File: config.mk
export PLATFORM = sky130hd
export DESIGN_NAME = script_source_tokenizer_top
export DESIGN_NICKNAME = d
export VERILOG_FILES = /design/src/sv/sst_pkg.sv /design/src/sv/sst_lexer.sv /design/src/sv/sst_result_queue.sv /design/src/sv/script_source_tokenizer_top.sv
export SDC_FILE = /design/constraint.sdc
export NUM_CORES = 1
export LEC_CHECK = 0
export BUFFER_PORTS_ARGS = -buffer_cell sky130_fd_sc_hd__buf_2
export CORE_ASPECT_RATIO = 2
export CORE_UTILIZATION = 43
export DETAILED_ROUTE_END_ITERATION = 10
export PLACE_DENSITY = 0.73
export SLEW_MARGIN = 20
export SYNTH_ARGS = -nofsm -noshare
export SYNTH_HDL_FRONTEND = slang
export SYNTH_SLANG_ARGS = --single-unit
File: constraint.sdc
create_clock -name clk -period 11.3 [get_ports clk]
set_input_delay 1.695 -clock clk [delete_from_list [all_inputs] [get_ports clk]]
set_output_delay 1.695 -clock clk [all_outputs]
set_load 0.01 [all_outputs]
File: src/sv/sst_pkg.sv
// ============================================================================
// sst_pkg: shared types and constants for the script source tokenizer
// Holds the lexer mode encoding, the token kind and error codes, the result
// word layout and the character class helpers.
// ============================================================================
package sst_pkg;

    // Result queue depth and the most results one source byte can cause.
    localparam int MAX_RES = 3;
    localparam int QDEPTH  = 4;
    localparam int QCNT_W  = $clog2(QDEPTH + 1);

    // Line counter width and its saturation value.
    localparam int LINE_W = 24;
    localparam logic [LINE_W-1:0] LINE_MAX = {LINE_W{1'b1}};

    // Token kinds.
    localparam logic [3:0] K_WCH    = 4'd0;
    localparam logic [3:0] K_WEND   = 4'd1;
    localparam logic [3:0] K_PCH    = 4'd2;
    localparam logic [3:0] K_PEND   = 4'd3;
    localparam logic [3:0] K_SCH    = 4'd4;
    localparam logic [3:0] K_SEND   = 4'd5;
    localparam logic [3:0] K_INT    = 4'd6;
    localparam logic [3:0] K_ASSIGN = 4'd7;
    localparam logic [3:0] K_BOPEN  = 4'd8;
    localparam logic [3:0] K_BCLOSE = 4'd9;
    localparam logic [3:0] K_POPEN  = 4'd10;
    localparam logic [3:0] K_PCLOSE = 4'd11;
    localparam logic [3:0] K_COMMA  = 4'd12;
    localparam logic [3:0] K_ERR    = 4'd13;

    // Error codes.
    localparam logic [2:0] E_NONE     = 3'd0;
    localparam logic [2:0] E_UNTERM   = 3'd1;
    localparam logic [2:0] E_OVERFLOW = 3'd2;
    localparam logic [2:0] E_LONESIGN = 3'd3;
    localparam logic [2:0] E_BADCHAR  = 3'd4;

    // Characters the lexer looks for.
    localparam logic [7:0] CH_TAB    = 8'd9;
    localparam logic [7:0] CH_NL     = 8'd10;
    localparam logic [7:0] CH_SPACE  = 8'd32;
    localparam logic [7:0] CH_QUOTE  = 8'd34;
    localparam logic [7:0] CH_LPAREN = 8'd40;
    localparam logic [7:0] CH_RPAREN = 8'd41;
    localparam logic [7:0] CH_PLUS   = 8'd43;
    localparam logic [7:0] CH_COMMA  = 8'd44;
    localparam logic [7:0] CH_MINUS  = 8'd45;
    localparam logic [7:0] CH_SLASH  = 8'd47;
    localparam logic [7:0] CH_0      = 8'd48;
    localparam logic [7:0] CH_9      = 8'd57;
    localparam logic [7:0] CH_EQ     = 8'd61;
    localparam logic [7:0] CH_UA     = 8'd65;
    localparam logic [7:0] CH_UZ     = 8'd90;
    localparam logic [7:0] CH_BSLASH = 8'd92;
    localparam logic [7:0] CH_UNDER  = 8'd95;
    localparam logic [7:0] CH_LA     = 8'd97;
    localparam logic [7:0] CH_LN     = 8'd110;
    localparam logic [7:0] CH_LT     = 8'd116;
    localparam logic [7:0] CH_LZ     = 8'd122;
    localparam logic [7:0] CH_LBRACE = 8'd123;
    localparam logic [7:0] CH_RBRACE = 8'd125;

    // Lexer modes, one-hot.
    typedef enum logic [11:0] {
        M_IDLE    = 12'b0000_0000_0001,
        M_SLASH   = 12'b0000_0000_0010,
        M_COMMENT = 12'b0000_0000_0100,
        M_WORD    = 12'b0000_0000_1000,
        M_PATH    = 12'b0000_0001_0000,
        M_SIGN    = 12'b0000_0010_0000,
        M_INT     = 12'b0000_0100_0000,
        M_INTBAD  = 12'b0000_1000_0000,
        M_STR     = 12'b0001_0000_0000,
        M_ESC     = 12'b0010_0000_0000,
        M_CONT    = 12'b0100_0000_0000,
        M_TRIM    = 12'b1000_0000_0000
    } mode_t;

    // One result word.
    typedef struct packed {
        logic [3:0]        kind;
        logic [7:0]        text;
        logic signed [31:0] value;
        logic [LINE_W-1:0] line;
        logic [2:0]        err;
        logic              last;
    } result_t;

    // Everything one source byte produces for the result queue.
    typedef struct packed {
        logic [1:0]                count;
        result_t [MAX_RES-1:0]     res;
    } step_t;

    function automatic logic is_digit(input logic [7:0] b);
        return (b >= CH_0) && (b <= CH_9);
    endfunction

    function automatic logic is_word(input logic [7:0] b);
        return ((b >= CH_UA) && (b <= CH_UZ)) || ((b >= CH_LA) && (b <= CH_LZ))
            || (b == CH_UNDER);
    endfunction

    function automatic logic is_path(input logic [7:0] b);
        return is_word(b) || (b == CH_SLASH);
    endfunction

endpackage

File: src/sv/sst_lexer.sv
// ============================================================================
// sst_lexer: lexer state and single-byte step logic
// Holds the lexer mode, integer accumulator, sign and line counter, and
// works out the up to three results of each accepted byte combinationally.
// ============================================================================
module sst_lexer (
    input  logic           clk,
    input  logic           rst_n,
    input  logic           accept,
    input  logic [7:0]     src_byte,
    input  logic           end_of_source,
    output sst_pkg::step_t step
);
    import sst_pkg::*;

    mode_t             mode_reg, mode_next;
    logic [31:0]       acc_reg, acc_next;
    logic              neg_reg, neg_next;
    logic [LINE_W-1:0] line_reg, line_next;

    logic              line_inc;
    logic              do_idle;
    logic              do_str;
    logic [1:0]        n;
    result_t [MAX_RES-1:0] res;
    logic [7:0]        b;
    logic [35:0]       acc_x10;
    logic [35:0]       acc_sum;
    logic [35:0]       acc_limit;
    logic [31:0]       int_out;

    assign b = src_byte;

    // Build a result word at the current line.
    function automatic result_t mk(input logic [3:0] kind, input logic [7:0] text,
                                   input logic [31:0] value, input logic [2:0] err,
                                   input logic [LINE_W-1:0] line);
        result_t r;
        r.kind  = kind;
        r.text  = text;
        r.value = value;
        r.line  = line;
        r.err   = err;
        r.last  = 1'b0;
        return r;
    endfunction

    // Next accumulator value on a digit, and the signed value of an integer.
    always_comb
    begin
        acc_x10   = ({4'b0, acc_reg} << 3) + ({4'b0, acc_reg} << 1);
        acc_sum   = acc_x10 + {32'b0, 4'(b - CH_0)};
        acc_limit = neg_reg ? 36'h0_8000_0000 : 36'h0_7FFF_FFFF;
        int_out   = neg_reg ? (32'd0 - acc_reg) : acc_reg;
    end

    // Step logic: the current mode first, then the idle or string handling
    // of the same byte where the mode hands it on.
    always_comb
    begin
        mode_next = mode_reg;
        acc_next  = acc_reg;
        neg_next  = neg_reg;
        line_inc  = 1'b0;
        do_idle   = 1'b0;
        do_str    = 1'b0;
        n         = 2'd0;
        res       = '0;

        if (end_of_source)
        begin
            unique case (mode_reg)
                M_SLASH:
                begin
                    res[n] = mk(K_PCH, CH_SLASH, 32'd0, E_NONE, line_reg);
                    n = n + 2'd1;
                    res[n] = mk(K_PEND, 8'd0, 32'd0, E_NONE, line_reg);
                    n = n + 2'd1;
                end
                M_WORD:
                begin
                    res[n] = mk(K_WEND, 8'd0, 32'd0, E_NONE, line_reg);
                    n = n + 2'd1;
                end
                M_PATH:
                begin
                    res[n] = mk(K_PEND, 8'd0, 32'd0, E_NONE, line_reg);
                    n = n + 2'd1;
                end
                M_SIGN:
                begin
                    res[n] = mk(K_ERR, 8'd0, 32'd0, E_LONESIGN, line_reg);
                    n = n + 2'd1;
                end
                M_INT:
                begin
                    res[n] = mk(K_INT, 8'd0, int_out, E_NONE, line_reg);
                    n = n + 2'd1;
                end
                M_STR, M_ESC, M_CONT, M_TRIM:
                begin
                    res[n] = mk(K_ERR, 8'd0, 32'd0, E_UNTERM, line_reg);
                    n = n + 2'd1;
                end
                default:
                begin
                end
            endcase
            acc_next  = 32'd0;
            neg_next  = 1'b0;
            mode_next = M_IDLE;
        end
        else
        begin
            unique case (mode_reg)
                M_SLASH:
                begin
                    if (b == CH_SLASH)
                    begin
                        mode_next = M_COMMENT;
                    end
                    else
                    begin
                        res[n] = mk(K_PCH, CH_SLASH, 32'd0, E_NONE, line_reg);
                        n = n + 2'd1;
                        if (is_path(b))
                        begin
                            res[n] = mk(K_PCH, b, 32'd0, E_NONE, line_reg);
                            n = n + 2'd1;
                            mode_next = M_PATH;
                        end
                        else
                        begin
                            res[n] = mk(K_PEND, 8'd0, 32'd0, E_NONE, line_reg);
                            n = n + 2'd1;
                            do_idle = 1'b1;
                        end
                    end
                end
                M_COMMENT:
                begin
                    if (b == CH_NL)
                    begin
                        line_inc  = 1'b1;
                        mode_next = M_IDLE;
                    end
                end
                M_WORD:
                begin
                    if (is_word(b))
                    begin
                        res[n] = mk(K_WCH, b, 32'd0, E_NONE, line_reg);
                        n = n + 2'd1;
                    end
                    else
                    begin
                        res[n] = mk(K_WEND, 8'd0, 32'd0, E_NONE, line_reg);
                        n = n + 2'd1;
                        do_idle = 1'b1;
                    end
                end
                M_PATH:
                begin
                    if (is_path(b))
                    begin
                        res[n] = mk(K_PCH, b, 32'd0, E_NONE, line_reg);
                        n = n + 2'd1;
                    end
                    else
                    begin
                        res[n] = mk(K_PEND, 8'd0, 32'd0, E_NONE, line_reg);
                        n = n + 2'd1;
                        do_idle = 1'b1;
                    end
                end
                M_SIGN:
                begin
                    // A single digit can never pass the limit.
                    if (is_digit(b))
                    begin
                        acc_next  = {28'd0, 4'(b - CH_0)};
                        mode_next = M_INT;
                    end
                    else
                    begin
                        res[n] = mk(K_ERR, 8'd0, 32'd0, E_LONESIGN, line_reg);
                        n = n + 2'd1;
                        do_idle = 1'b1;
                    end
                end
                M_INT:
                begin
                    if (is_digit(b))
                    begin
                        if (acc_sum > acc_limit)
                        begin
                            res[n] = mk(K_ERR, 8'd0, 32'd0, E_OVERFLOW, line_reg);
                            n = n + 2'd1;
                            acc_next  = 32'd0;
                            neg_next  = 1'b0;
                            mode_next = M_INTBAD;
                        end
                        else
                        begin
                            acc_next = acc_sum[31:0];
                        end
                    end
                    else
                    begin
                        res[n] = mk(K_INT, 8'd0, int_out, E_NONE, line_reg);
                        n = n + 2'd1;
                        do_idle = 1'b1;
                    end
                end
                M_INTBAD:
                begin
                    if (!is_digit(b))
                    begin
                        do_idle = 1'b1;
                    end
                end
                M_STR:
                begin
                    do_str = 1'b1;
                end
                M_ESC:
                begin
                    mode_next = M_STR;
                    if (b == CH_QUOTE)
                    begin
                        res[n] = mk(K_SCH, CH_QUOTE, 32'd0, E_NONE, line_reg);
                        n = n + 2'd1;
                    end
                    else if (b == CH_LN)
                    begin
                        res[n] = mk(K_SCH, CH_NL, 32'd0, E_NONE, line_reg);
                        n = n + 2'd1;
                    end
                    else if (b == CH_LT)
                    begin
                        res[n] = mk(K_SCH, CH_TAB, 32'd0, E_NONE, line_reg);
                        n = n + 2'd1;
                    end
                    else if (b == CH_SPACE)
                    begin
                        mode_next = M_CONT;
                    end
                    else if (b == CH_NL)
                    begin
                        line_inc  = 1'b1;
                        mode_next = M_TRIM;
                    end
                    else
                    begin
                        res[n] = mk(K_SCH, CH_BSLASH, 32'd0, E_NONE, line_reg);
                        n = n + 2'd1;
                        res[n] = mk(K_SCH, b, 32'd0, E_NONE, line_reg);
                        n = n + 2'd1;
                    end
                end
                M_CONT:
                begin
                    if (b == CH_NL)
                    begin
                        line_inc  = 1'b1;
                        mode_next = M_TRIM;
                    end
                end
                M_TRIM:
                begin
                    if (b != CH_SPACE)
                    begin
                        do_str = 1'b1;
                    end
                end
                default:
                begin
                    do_idle = 1'b1;
                end
            endcase

            // Byte inside a string.
            if (do_str)
            begin
                mode_next = M_STR;
                if (b == CH_QUOTE)
                begin
                    res[n] = mk(K_SEND, 8'd0, 32'd0, E_NONE, line_reg);
                    n = n + 2'd1;
                    mode_next = M_IDLE;
                end
                else if (b == CH_BSLASH)
                begin
                    mode_next = M_ESC;
                end
                else if (b == CH_NL)
                begin
                    res[n] = mk(K_ERR, 8'd0, 32'd0, E_UNTERM, line_reg);
                    n = n + 2'd1;
                    line_inc  = 1'b1;
                    mode_next = M_IDLE;
                end
                else
                begin
                    res[n] = mk(K_SCH, b, 32'd0, E_NONE, line_reg);
                    n = n + 2'd1;
                end
            end

            // Byte seen with the lexer idle.
            if (do_idle)
            begin
                mode_next = M_IDLE;
                acc_next  = 32'd0;
                neg_next  = 1'b0;
                case (b)
                    CH_SPACE, CH_TAB:
                    begin
                    end
                    CH_NL:
                    begin
                        line_inc = 1'b1;
                    end
                    CH_SLASH:
                    begin
                        mode_next = M_SLASH;
                    end
                    CH_EQ:
                    begin
                        res[n] = mk(K_ASSIGN, 8'd0, 32'd0, E_NONE, line_reg);
                        n = n + 2'd1;
                    end
                    CH_LBRACE:
                    begin
                        res[n] = mk(K_BOPEN, 8'd0, 32'd0, E_NONE, line_reg);
                        n = n + 2'd1;
                    end
                    CH_RBRACE:
                    begin
                        res[n] = mk(K_BCLOSE, 8'd0, 32'd0, E_NONE, line_reg);
                        n = n + 2'd1;
                    end
                    CH_LPAREN:
                    begin
                        res[n] = mk(K_POPEN, 8'd0, 32'd0, E_NONE, line_reg);
                        n = n + 2'd1;
                    end
                    CH_RPAREN:
                    begin
                        res[n] = mk(K_PCLOSE, 8'd0, 32'd0, E_NONE, line_reg);
                        n = n + 2'd1;
                    end
                    CH_COMMA:
                    begin
                        res[n] = mk(K_COMMA, 8'd0, 32'd0, E_NONE, line_reg);
                        n = n + 2'd1;
                    end
                    CH_QUOTE:
                    begin
                        mode_next = M_STR;
                    end
                    CH_PLUS, CH_MINUS:
                    begin
                        neg_next  = (b == CH_MINUS);
                        mode_next = M_SIGN;
                    end
                    default:
                    begin
                        if (is_digit(b))
                        begin
                            acc_next  = {28'd0, 4'(b - CH_0)};
                            mode_next = M_INT;
                        end
                        else if (is_word(b))
                        begin
                            res[n] = mk(K_WCH, b, 32'd0, E_NONE, line_reg);
                            n = n + 2'd1;
                            mode_next = M_WORD;
                        end
                        else
                        begin
                            res[n] = mk(K_ERR, 8'd0, 32'd0, E_BADCHAR, line_reg);
                            n = n + 2'd1;
                        end
                    end
                endcase
            end
        end

        // Mark the final result of this byte.
        if (n != 2'd0)
        begin
            res[n - 2'd1].last = 1'b1;
        end
    end

    // Saturating line counter.
    assign line_next = (line_inc && (line_reg != LINE_MAX)) ? line_reg + 1'b1 : line_reg;

    assign step.count = n;
    assign step.res   = res;

    // Lexer state registers.
    always_ff @(posedge clk or negedge rst_n)
    begin
        if (!rst_n)
        begin
            mode_reg <= M_IDLE;
            acc_reg  <= 32'd0;
            neg_reg  <= 1'b0;
            line_reg <= {{(LINE_W-1){1'b0}}, 1'b1};
        end
        else if (accept)
        begin
            mode_reg <= mode_next;
            acc_reg  <= acc_next;
            neg_reg  <= neg_next;
            line_reg <= line_next;
        end
    end

    // The accumulator only holds a value while an integer is open.
    assert property (@(posedge clk) disable iff (!rst_n)
        (mode_reg != M_INT && mode_reg != M_SIGN) |-> (acc_reg == 32'd0))
        else $error("accumulator not clear outside an integer");

    // The line counter starts at one and never wraps to zero.
    assert property (@(posedge clk) disable iff (!rst_n)
        line_reg != '0)
        else $error("line counter at zero");

    // The line counter never goes backward.
    assert property (@(posedge clk) disable iff (!rst_n)
        accept |=> (line_reg >= $past(line_reg)))
        else $error("line counter went backward");

endmodule

File: src/sv/sst_result_queue.sv
// ============================================================================
// sst_result_queue: result buffer between the lexer and the output port
// A four-entry shift queue. It takes all results of one byte at once and hands
// them from its head register, one word per cycle while out_ready is high.
// ============================================================================
module sst_result_queue (
    input  logic             clk,
    input  logic             rst_n,
    input  logic             push,
    input  sst_pkg::step_t   step,
    output logic             in_ready,
    output logic             out_valid,
    input  logic             out_ready,
    output sst_pkg::result_t head
);
    import sst_pkg::*;

    result_t            slot_reg [QDEPTH];
    result_t            slot_next [QDEPTH];
    logic [QCNT_W-1:0]  count_reg, count_next;
    logic [QCNT_W-1:0]  base;
    logic [QCNT_W-1:0]  push_n;
    logic [QCNT_W-1:0]  rel;
    logic               pop;

    assign pop       = out_valid && out_ready;
    assign out_valid = (count_reg != '0);
    assign head      = slot_reg[0];

    // Room for a full byte's worth of results even if the head word stays.
    assign in_ready  = (count_reg <= QCNT_W'(1));

    assign push_n = push ? QCNT_W'(step.count) : '0;
    assign base   = count_reg - QCNT_W'(pop);

    // Shift down on a pop, then drop the new results in behind.
    always_comb
    begin
        count_next = base + push_n;
        rel        = '0;
        for (int i = 0; i < QDEPTH; i++)
        begin
            if (pop && (i < QDEPTH - 1))
            begin
                slot_next[i] = slot_reg[i + 1];
            end
            else
            begin
                slot_next[i] = slot_reg[i];
            end
            rel = QCNT_W'(i) - base;
            if ((QCNT_W'(i) >= base) && (rel < push_n))
            begin
                slot_next[i] = step.res[rel[1:0]];
            end
        end
    end

    // Result words need no reset; the count does.
    always_ff @(posedge clk)
    begin
        for (int i = 0; i < QDEPTH; i++)
        begin
            slot_reg[i] <= slot_next[i];
        end
    end

    always_ff @(posedge clk or negedge rst_n)
    begin
        if (!rst_n)
        begin
            count_reg <= '0;
        end
        else
        begin
            count_reg <= count_next;
        end
    end

    // The queue never holds more than its depth.
    assert property (@(posedge clk) disable iff (!rst_n)
        count_reg <= QCNT_W'(QDEPTH))
        else $error("result queue overfilled");

    // Results only arrive while the queue has room for a whole byte.
    assert property (@(posedge clk) disable iff (!rst_n)
        (push && step.count != 2'd0) |-> in_ready)
        else $error("results pushed while the queue was full");

    // A word leaving with nothing arriving shortens the queue by one.
    assert property (@(posedge clk) disable iff (!rst_n)
        (pop && push_n == '0) |=> (count_reg == $past(count_reg) - QCNT_W'(1)))
        else $error("result queue count out of step");

endmodule

File: src/sv/script_source_tokenizer_top.sv
// ============================================================================
// script_source_tokenizer_top: streaming tokenizer for script source text
// Takes one source byte per word and sends out token results.
// ============================================================================
// The block accepts one source byte per cycle while the input is ready and
// works it out in the same cycle it is taken, so bytes with at most one
// result each stream at one word per cycle while the output is ready. Up to
// three results of one byte go out in turn; results wait in a four-entry
// queue, and the input is ready whenever at most one result is still waiting.
// A byte that yields no result (space, comment text, digits of an integer)
// puts nothing on the output. Set the end-of-source flag in s_tuser on a word
// of its own to close any open token. The block needs no clearing after reset.
module script_source_tokenizer_top (
    input  logic        clk,
    input  logic        rst_n,
    input  logic        s_tvalid,
    output logic        s_tready,
    input  logic [7:0]  s_tdata,   // [7:0] source_byte
    input  logic [0:0]  s_tuser,   // [0] end_of_source
    output logic        m_tvalid,
    input  logic        m_tready,
    output logic [71:0] m_tdata,   // [7:0] text_byte, [39:8] int_value,
                                   // [63:40] line_number, [66:64] error_code,
                                   // [71:67] zero
    output logic [3:0]  m_tuser,   // [3:0] token_kind
    output logic        m_tlast    // last_of_run
);
    import sst_pkg::*;

    logic    accept;
    step_t   step;
    result_t head;

    assign accept = s_tvalid && s_tready;

    // Lexer state and per-byte step.
    sst_lexer u_lexer (
        .clk           (clk),
        .rst_n         (rst_n),
        .accept        (accept),
        .src_byte      (s_tdata),
        .end_of_source (s_tuser[0]),
        .step          (step)
    );

    // Result buffer feeding the output port.
    sst_result_queue u_queue (
        .clk       (clk),
        .rst_n     (rst_n),
        .push      (accept),
        .step      (step),
        .in_ready  (s_tready),
        .out_valid (m_tvalid),
        .out_ready (m_tready),
        .head      (head)
    );

    // Output word packing.
    assign m_tdata = {5'd0, head.err, head.line, head.value, head.text};
    assign m_tuser = head.kind;
    assign m_tlast = head.last;

endmodule

# After elaboration in Yosys (flattened, before gate mapping)
# Memories as Yosys holds them, arrays and structs flattened.
# Index checks and enable logic that the tools add are counted.
[totals]
ff_bits = 72
ramBits = 288
in_bits = 13
out_inout_bits = 79
wordCells = 268
mem_count = 1
[mem_list]
columns = ["name", "words", "width", "rd", "rd_ports_with_merged_regs", "wr", "line", "rtl"]
rows = [
  ["u_queue.slot_reg", 4, 72, 4, 0, 4, "sst_result_queue.sv:18", "result_t slot_reg [QDEPTH];"],
]
[classes]
n_addsub = 14
order_cmp = 26
eq_ne = 38
n_mux = 146
reduce_logical = 38
[op_table]
columns = ["cell", "n"]
rows = [
  ["216-bit bitwise mux", 12],
  ["216-bit two-way mux", 9],
  ["72-bit two-way mux", 25],
  ["216-bit one-hot mux with 7 select lines", 1],
  ["72-bit one-hot mux with 6 select lines", 2],
  ["72-bit binary-select mux with 2-bit select", 4],
  ["72-bit demux with 2-bit select", 3],
  ["144-bit two-way mux", 2],
  ["143-bit two-way mux", 2],
  ["32-bit two-way mux", 8],
  ["12-bit two-way mux", 18],
  ["72-bit one-hot mux with 2 select lines", 1],
  ["69-bit two-way mux", 2],
  ["8-bit by 6-bit equality test with 1-bit output, second input constant", 9],
  ["12-bit one-hot mux with 6 select lines", 1],
  ["70-bit two-way mux", 1],
  ["32-bit one-hot mux with 2 select lines", 1],
  ["8-bit by 7-bit equality test with 1-bit output, second input constant", 6],
  ["12-bit one-hot mux with 4 select lines", 1],
  ["35-bit by 33-bit adder with 36-bit output", 1],
  ["36-bit by 4-bit adder with 36-bit output", 1],
  ["36-bit greater-than comparator", 1],
  ["1-bit by 32-bit subtractor with 32-bit output, first input constant", 1],
  ["2-bit two-way mux", 15],
  ["60 further kinds", 135],
]

# Depth between registers and ports, before layout
# Gate-level depths: netlist of run 1.
[depth]
depth_word = 29
depth_mapped = 39

# Cells and area by module
# A second synthesis of run 1 with hierarchy kept.
[unflattened]
cells_unflattened = 2850
hier_area_um2 = 26327.8
[modules_own_cells]
columns = ["module", "n_inst", "cells_per_inst", "area_each_um2", "seq_area_each_um2"]
rows = [
  ["sst_result_queue", 1, 1471, 16266.9, 8723.4],
  ["sst_lexer", 1, 1372, 10013.4, 1729.2],
  ["script_source_tokenizer_top", 1, 7, 47.5, 0.0],
]

# Least setup slack after synthesis of run 1
# OpenSTA, ideal clock, no wires.
[synth_path]
path_kind = "input port to flip-flop"
startpoint = "input port s_tdata[2]"
endpoint = "memory u_queue.slot_reg[3][0] in the netlist's numbering, enable pin"
t_arrival_ns = 13.249
setup_slack_ns = -2.540
cell_stages = 33
path_cell_list = "ha_1 > ha_1 > fa_1 > a211oi_1 > o211ai_1 > a21oi_1 > nor4_1 > o21a_1 > o21a_1 > a21o_1 > a21oi_1 > xnor2_1 > ha_1 > nand4_1 > or4_1 > or4_1 > o31ai_1 > o211ai_1 > a21oi_2 > a31oi_1 > a2111o_1 > inv_1 > ha_1 > nand2_1 > o21a_1 > inv_2 > ha_1 > o2111a_1 > a311oi_2 > nand2_1 > ha_1 > nor2_1 > nor3_1"
[synth_rtl]
columns = ["item", "line", "rtl"]
rows = [
  ["from (decl)", "script_source_tokenizer_top.sv:18", "input logic [7:0] s_tdata,"],
  ["to (decl)", "sst_result_queue.sv:18", ""],
]

==> results of run 1 <==
[critical path, delay by kind of cell]
kind | cells | cell delay, ns
XOR/XNOR | 1 | 0.13
buffers and inverters | 5 | 0.89
AND/OR/NAND/NOR | 8 | 2.57
AO/OA/AOI/OAI | 17 | 3.50
adder cells (fa/ha/maj) | 7 | 2.14
[synth_stat cells (49+ instances only)]
library cell  instances
clkbuf_1            100
nand3_1              49
o21ai_0             130
edfxtp_1            288
xor2_1               51
nor3_1               73
a22o_1              136
nand2_1             197
ha_1                119
a21oi_1             115
nor2_1              125
xnor2_1              49
dfrtp_1              70
[cell usage in the layout, fill, tap and decap left out, types with 38 or more instances in the layout]
cell and instances:
ha_1 118, o21ai_0 130, buf_2 85, dfrtp_1 69, nand2_1 193, xor2_1 51, buf_4 47, nand3_1 49
nor2_1 123, xnor2_1 49, a22o_1 136, and2_1 38, a21oi_1 115, nand4_1 47, nor3_1 72, edfxtp_1 288
[per-stage QoR]
stage	setup WS, ns	cells	area [sq um]
6_report	0.826	2841	24400
5_1_grt	0.402	2840	24400
4_1_cts	0.834	2840	24300
3_5_place_dp	0.276	2782	23400
3_3_place_gp	0.450	2781	23400
2_1_floorplan	0.234	2136	22300
[worst min path at each step]
stage	start	endpoint
final	u_queue.slot_reg[3][3]	u_queue.slot_reg[2][3]
after global routing	u_queue.slot_reg[3][3]	u_queue.slot_reg[2][3]
after CTS	u_queue.slot_reg[3][3]	u_queue.slot_reg[2][3]
after detailed placement	u_queue.slot_reg[3][3]	u_queue.slot_reg[2][3]
after global placement	u_queue.slot_reg[3][3]	u_queue.slot_reg[2][3]
after floorplan	u_lexer.mode_reg[0]	u_lexer.mode_reg[0]
[layout make-up]
| cell class | count | area [sq um] | share of cell area [%] |
|---|---|---|---|
| tap | 654 | 818 | 3.36 |
| multi-input combinational | 1589 | 11100 | 45.5 |
| clock inverter | 20 | 154 | 0.632 |
| inverter | 41 | 154 | 0.632 |
| timing repair buffer | 138 | 885 | 3.63 |
| sequential | 360 | 10500 | 42.9 |
| clock buffer | 38 | 812 | 3.33 |
| antenna | 1 | 2.50 | 0.0103 |
[power by group through the flow]
| stage | Sequential [mW] | Combinational [mW] | Clock (mW) |
|---|---|---|---|
| floorplan | 2.53 | 1.54 | 0 |
| global placement | 2.49 | 2.33 | 0 |
| detailed placement | 2.51 | 2.40 | 0 |
| CTS | 2.49 | 2.41 | 1.05 |
| global route | 2.53 | 2.60 | 1.09 |
| finish | 2.48 | 2.42 | 1.04 |
[cell families (layout without fill, tap and decap cells)]
| logic type | Yosys count | count (layout) |
|---|---|---|
| buf+inv | 187 | 237 |
| other cells | 1 | 6 |
| flops | 360 | 360 |
| compound gates | 646 | 646 |
| xor+xnor | 100 | 100 |
| mux | 52 | 52 |
| simple gates | 664 | 664 |
| fa+ha+maj | 122 | 122 |
[per-layer routing]
layer,up-vias,global-route usage (%),part of all wire [%]
met1,8940,27.7,35
li1,8256,-,-
met2,756,49.7,53
met4,0,18.7,7.5
met5,-,0,0
met3,242,2.57,4.9
==> summary.md, run 1 <==
| Metric | Value |
|---|---|
| Post-CTS Setup Bufs | `0` |
| P_sw | `2.26 mW` |
| Routed wire length | `70500 um` |
| Total Neg Setup Slack | `0 ns` |
| Final hold slack | `0.515 ns` |
| CP Launch Type | `primary input` |
| Largest area contributor in the netlist | `edfxtp_1` |
| Synthesized flop and latch total | `360` |
| Via count | `18200` |
| Overall Global Routing Usage | `26.7%` |
| GPL Wtd Cong | `1.02` |
| Vias in the first global route | `18400` |
| Worst-case reg-to-reg path depth | `37` |
| Clk root buf | `clkbuf_16` |
| Fin nets | `2296` |
| Area share of the leading cell type in the synthesized netlist | `38.9%` |
| CTS Buffer Depth | `3` |
| Avg Cell Area, Syn | `10.4 sq um` |
| CP dominant cell by count | `ha_1` |
| Setup violators final | `0` |
| Reg power frac | `41.8%` |
| Max FFs per register | `288` |
| Vias/cell | `6.40` |
| TritonCTS clock tree | `built` |
| Max_slew headroom | `12.4%` |
| Logic gate share of total power | `40.8%` |
| Synth unique cells | `98` |
| VDD IR max | `0.159 mV` |
| Mapped Cells | `2132` |
| Mapped cell area | `0.0222 sq mm` |
| Pin count of the biggest net entering global routing | `73` |
| Ys async rst share | `20.0%` |
| CTS resizes | `0` |
| Fin. max-slew vios | `0` |
| DR pass1 iterations | `5` |
| Number of enable flip-flop cells after synthesis | `288` |
| Share of cells above drive strength 1 | `12.7%` |
| Area Growth Syn to Fin | `9.55%` |
| R2R Setup Slk | `1.52 ns` |
| FILL cells | `4685` |
| CP peak stage delay | `0.89 ns` |
| Num CTS Buffers | `31` |
| PwrDens | `244 mW/mm^2` |
| Power, Total | `5.94 mW` |
| FMAX | `0.0955 GHz` |
| Hold crit path type | `reg -> reg` |
| Crit path from | `s_tdata[2]` |
| Synth Area in Compound Gates | `20.9%` |
| Die width | `163 um` |
| Max-cap violations | `0` |
| Sequential fraction of the synthesis area | `47.0%` |
| Clk sinks | `360` |
| FF-to-FF End | `u_queue.slot_reg[0][26]` |
| Worst EP arrival | `10.93 ns` |
| Yosys Warn Count | `0` |
| R2R Path Start | `u_lexer.acc_reg[1]` |
| CP max FO | `24` |
| IO Pins | `92` |
| Crit. End Element | `register` |
| Switch share | `38.0%` |
| # DRC | `0` |
| Crit share post-route | `92.7%` |
| Worst Setup Path Type | `in -> reg` |
| Critical Path RT | `11.75 ns` |
| Clock share of power | `17.5%` |
| Final core utilization | `47.8%` |
| Final Skew | `0.0196 ns` |
| Fraction of the mapped netlist area in simple logic gates | `15.1%` |
| Antenna viol nets, final | `0` |
| Minimum clock period | `10.47 ns` |
| Measured slew at the worst slew-check pin | `1.30 ns` |
| Largest family of logic cells by synthesized area | `compound AO/OA/AOI/OAI gates` |
| Worst skew pair latency | `0.59 ns` |
| Mux contribution to synthesized area | `2.48%` |
| Critical Path End | `u_queue.slot_reg[0][26]` |
| First-pass GRT wire length | `107000 um` |
| Worst-path clk slew | `0.07 ns` |
| Core area | `0.0509 sq mm` |
| HPWL Detailed | `52700 um` |
| Ranking of synthesized cells by area | `edfxtp_1 (39%), dfrtp_1 (7.9%), ha_1 (6.7%)` |
| GRT overflow | `0` |
| DIE HEIGHT | `324 um` |
| Initial antenna violation count | `2` |
| Wire length per cell | `24.8 um` |
| PortBufs | `86` |
| Xor/xnor share of the synthesized area | `3.94%` |
| Die area | `0.0527 sq mm` |
| Slowest-stage cell, CP | `or4_2` |
| Row count | `117` |
| Adder-Cell Fraction of Synth Area | `6.97%` |
| Detailed Route Iter0 Violations | `1682` |
| Unrepaired setup endpoints after global routing | `no` |
| Hold depth | `2` |
| Ys flop type | `edfxtp_1` |
| Status | `complete, no violations` |
| Final-report hold violation count | `0` |
| Leak | `9.67 nW` |
| # hold bufs at CTS | `0` |
| Starting Density | `43.6%` |
| CTS H-Tree Depth | `1` |
| Internal cell power | `3.68 mW` |
Power figures use the tool's default switching activity.
==> run 2, diff against run 1 <==
--- a/config.mk
+++ b/config.mk
@@ -8,8 +8,9 @@
 export BUFFER_PORTS_ARGS = -buffer_cell sky130_fd_sc_hd__buf_2
 export CORE_ASPECT_RATIO = 2
 export CORE_UTILIZATION = 43
+export CTS_BUF_LIST = sky130_fd_sc_hd__clkbuf_4 sky130_fd_sc_hd__clkbuf_8
 export DETAILED_ROUTE_END_ITERATION = 10
-export PLACE_DENSITY = 0.73
+export PLACE_DENSITY = 0.71
 export SLEW_MARGIN = 20
 export SYNTH_ARGS = -nofsm -noshare
 export SYNTH_HDL_FRONTEND = slang
==> constraint.sdc (replaced) <==
create_clock -name clk -period 11.3 [get_ports clk]
set_input_delay 1.695 -clock clk [delete_from_list [all_inputs] [get_ports clk]]
set_output_delay 1.695 -clock clk [all_outputs]
set_load 0.05 [all_outputs]
==> run 2 against run 1 <==
  * First-iteration DRC count is 3.6% higher
  * Via count rose by 0.27%
  * Largest cell class unchanged
  * Flip-flop and latch count unchanged
  * Power increased by 9.1%
  * Critical path depth unchanged
  * Non-clock buffer count rose by 6
  * Clock skew grew 0.018 ns
  * Register-to-register slack improved by 0.19 ns
  * Sequential power barely moved
  * Die area unchanged
  * Highest routed layer unchanged
==> summary.md, run 2 (synthesis gave the netlist of run 1 again) <==
| Metric | Value |
|---|---|
| CP peak stage delay | `0.55 ns (-0.34 ns)` |
| GPL Wtd Cong | `1.00 (-1.6%)` |
| Overall Global Routing Usage | `27.6% (+0.86 points)` |
| Unrepaired setup endpoints after global routing | `no` |
| Num CTS Buffers | `50 (+61%)` |
| Worst EP arrival | `10.71 ns (-0.22 ns)` |
| # hold bufs at CTS | `0 (unchanged)` |
| Commonest non-fill, non-tap cell in the layout | `edfxtp_1` |
| PwrDens | `265 mW/mm^2 (+8.5%)` |
| Vias/cell | `6.34 (-1.1%)` |
| Slowest-stage cell, CP | `or4_1` |
| DIE HEIGHT | `324 um (unchanged)` |
| CP dominant cell by count | `ha_1` |
| Commonest non-fill, non-tap cells in the layout | `edfxtp_1 (288), nand2_1 (193), a22o_1 (136)` |
| Crit share post-route | `90.9% (-1.8 points)` |
| FF+latch area | `0.0105 sq mm (unchanged)` |
| CP max FO | `23 (-4.2%)` |
| Measured slew at the worst slew-check pin | `1.11 ns (-0.191 ns)` |
| Finished layout cell area | `0.0245 sq mm (+0.52%)` |
| R2R Setup Slk | `1.71 ns (+0.19 ns)` |
| Multi-input gate area | `0.0111 sq mm (-0.10%)` |
| Status | `complete, no violations` |
| Clk root buf | `clkbuf_8` |
| Final Skew | `0.0379 ns (+0.0183 ns)` |
| Wire length per cell | `25.1 um (+1.2%)` |
| Pin count of the biggest net entering global routing | `73 (unchanged)` |
| Crit. End Element | `register` |
| Share of cells above drive strength 1 | `14.2% (+1.5 points)` |
| Max-cap violations | `0 (unchanged)` |
| Setup WS post-layout | `1.03 ns (+0.208 ns)` |
| Vias in the first global route | `18500 (+0.75%)` |
| # DRC | `0 (unchanged)` |
| Post-CTS Setup Bufs | `0 (unchanged)` |
| Detailed Route Iter0 Violations | `1742 (+3.6%)` |
| Row count | `117 (unchanged)` |
| GRT overflow | `0 (unchanged)` |
| Worst skew pair latency | `0.64 ns (+0.05 ns)` |
| Max_slew headroom | `25.5% (+13 points)` |
| Die width | `163 um (unchanged)` |
| IO Pins | `92 (unchanged)` |
| PortBufs | `86 (unchanged)` |
| FILL cells | `4720 (+0.75%)` |
| Critical Path RT | `11.75 ns (about the same)` |
| DR pass1 iterations | `6 (+1)` |
| VDD IR max | `0.211 mV (+33%)` |
| Core area | `0.0509 sq mm (unchanged)` |
| Hold crit path type | `reg -> reg` |
| Initial antenna violation count | `1 (-1)` |
| Final-report hold violation count | `0 (unchanged)` |
| Routed wire length | `72300 um (+2.6%)` |
| Worst-path clk slew | `0.07 ns (about the same)` |
| HPWL Detailed | `53300 um (+1.2%)` |
| Fin. max-slew vios | `0 (unchanged)` |
| Place WS | `0.427 ns (+0.151 ns)` |
| Clk sinks | `360 (unchanged)` |
| CP Launch Type | `primary input` |
| Placed instance area | `0.0234 sq mm (+0.24%)` |
| First-pass GRT wire length | `110000 um (+2.5%)` |
| Minimum clock period | `10.27 ns (-0.208 ns)` |
| Via count | `18200 (+0.27%)` |
| FMAX | `0.0974 GHz (+2.0%)` |
| Setup violators final | `0 (unchanged)` |
| Fin nets | `2321 (+1.1%)` |
| TritonCTS clock tree | `built` |
| CTS resizes | `0 (unchanged)` |
| CTS Buffer Depth | `3 (unchanged)` |
| Starting Density | `43.6% (unchanged)` |
| Die area | `0.0527 sq mm (unchanged)` |
| Area Growth Syn to Fin | `10.1%` |
| Final Non-Filler Cells | `2879 (+1.3%)` |
| Antenna viol nets, final | `0 (unchanged)` |
| CTS H-Tree Depth | `2 (+1)` |
| # placed instances | `2787 (+0.18%)` |
| Leak | `9.78 nW (+1.1%)` |
| Total Neg Setup Slack | `0 ns (unchanged)` |
| Max FFs per register | `288 (unchanged)` |
| Worst Setup Path Type | `in -> reg` |
==> run 2: critical path, delay by kind of cell <==
family / cells / cell delay [ns]
AND/OR/NAND/NOR: 9 / 2.39
adder cells (fa/ha/maj): 7 / 2.19
buffers and inverters: 4 / 0.60
AO/OA/AOI/OAI: 17 / 3.75
XOR/XNOR: 1 / 0.12
==> run 2: layout make-up <==
class / count / share of cell area [%]
Timing Repair Buffer: 144 / 3.88
Inverter: 41 / 0.629
Tap cell: 654 / 3.34
Multi-Input combinational cell: 1589 / 45.2
Clock buffer: 69 / 3.44
Clock inverter: 21 / 0.797
Antenna cell: 1 / 0.0102
Sequential cell: 360 / 42.7
==> run 2: per-layer routing <==
layer  share of wire, %  up-vias  track usage [%]  wire length (um)
met5                  0        -                0                 0
met4                7.9        0             20.8              5720
met3                4.9      257             3.61              3530
met2                 53      746             50.5             38100
met1                 35     8933             28.0             25000
li1                   -     8307                -                 -
==> run 2: power by group <==
part           internal [mW]  leakage, nW  switching, mW
sequential              2.30         3.80          0.193
clock                  0.556        0.550          0.515
combinational          0.874         5.43           2.04
==> run 2: path summary, 6_finish.rpt <==
kind                                         start                       to  cells after the start
hold / removal             u_queue.slot_reg[3][67]  u_queue.slot_reg[2][67]                      2
hold reg to reg            u_queue.slot_reg[3][67]  u_queue.slot_reg[2][67]                      2
min in group asynchronous                    rst_n      u_lexer.acc_reg[10]                      1
setup reg to reg                u_lexer.acc_reg[1]  u_queue.slot_reg[2][52]                     37
setup / recovery                        s_tdata[2]  u_queue.slot_reg[2][52]                     38
max in group asynchronous                    rst_n          u_lexer.neg_reg                      2
==> run 2: per-stage QoR <==
step / util [%] / total power, mW / hold slack [ns]
after floorplan: - / 4.50 / 0.483
after global placement: 46.0 / 5.30 / 0.496
after detailed placement: 46.0 / 5.40 / 0.497
after CTS: 48.0 / 6.47 / 0.506
after global routing: 48.1 / 6.76 / 0.529
final: 48.1 / 6.48 / 0.511
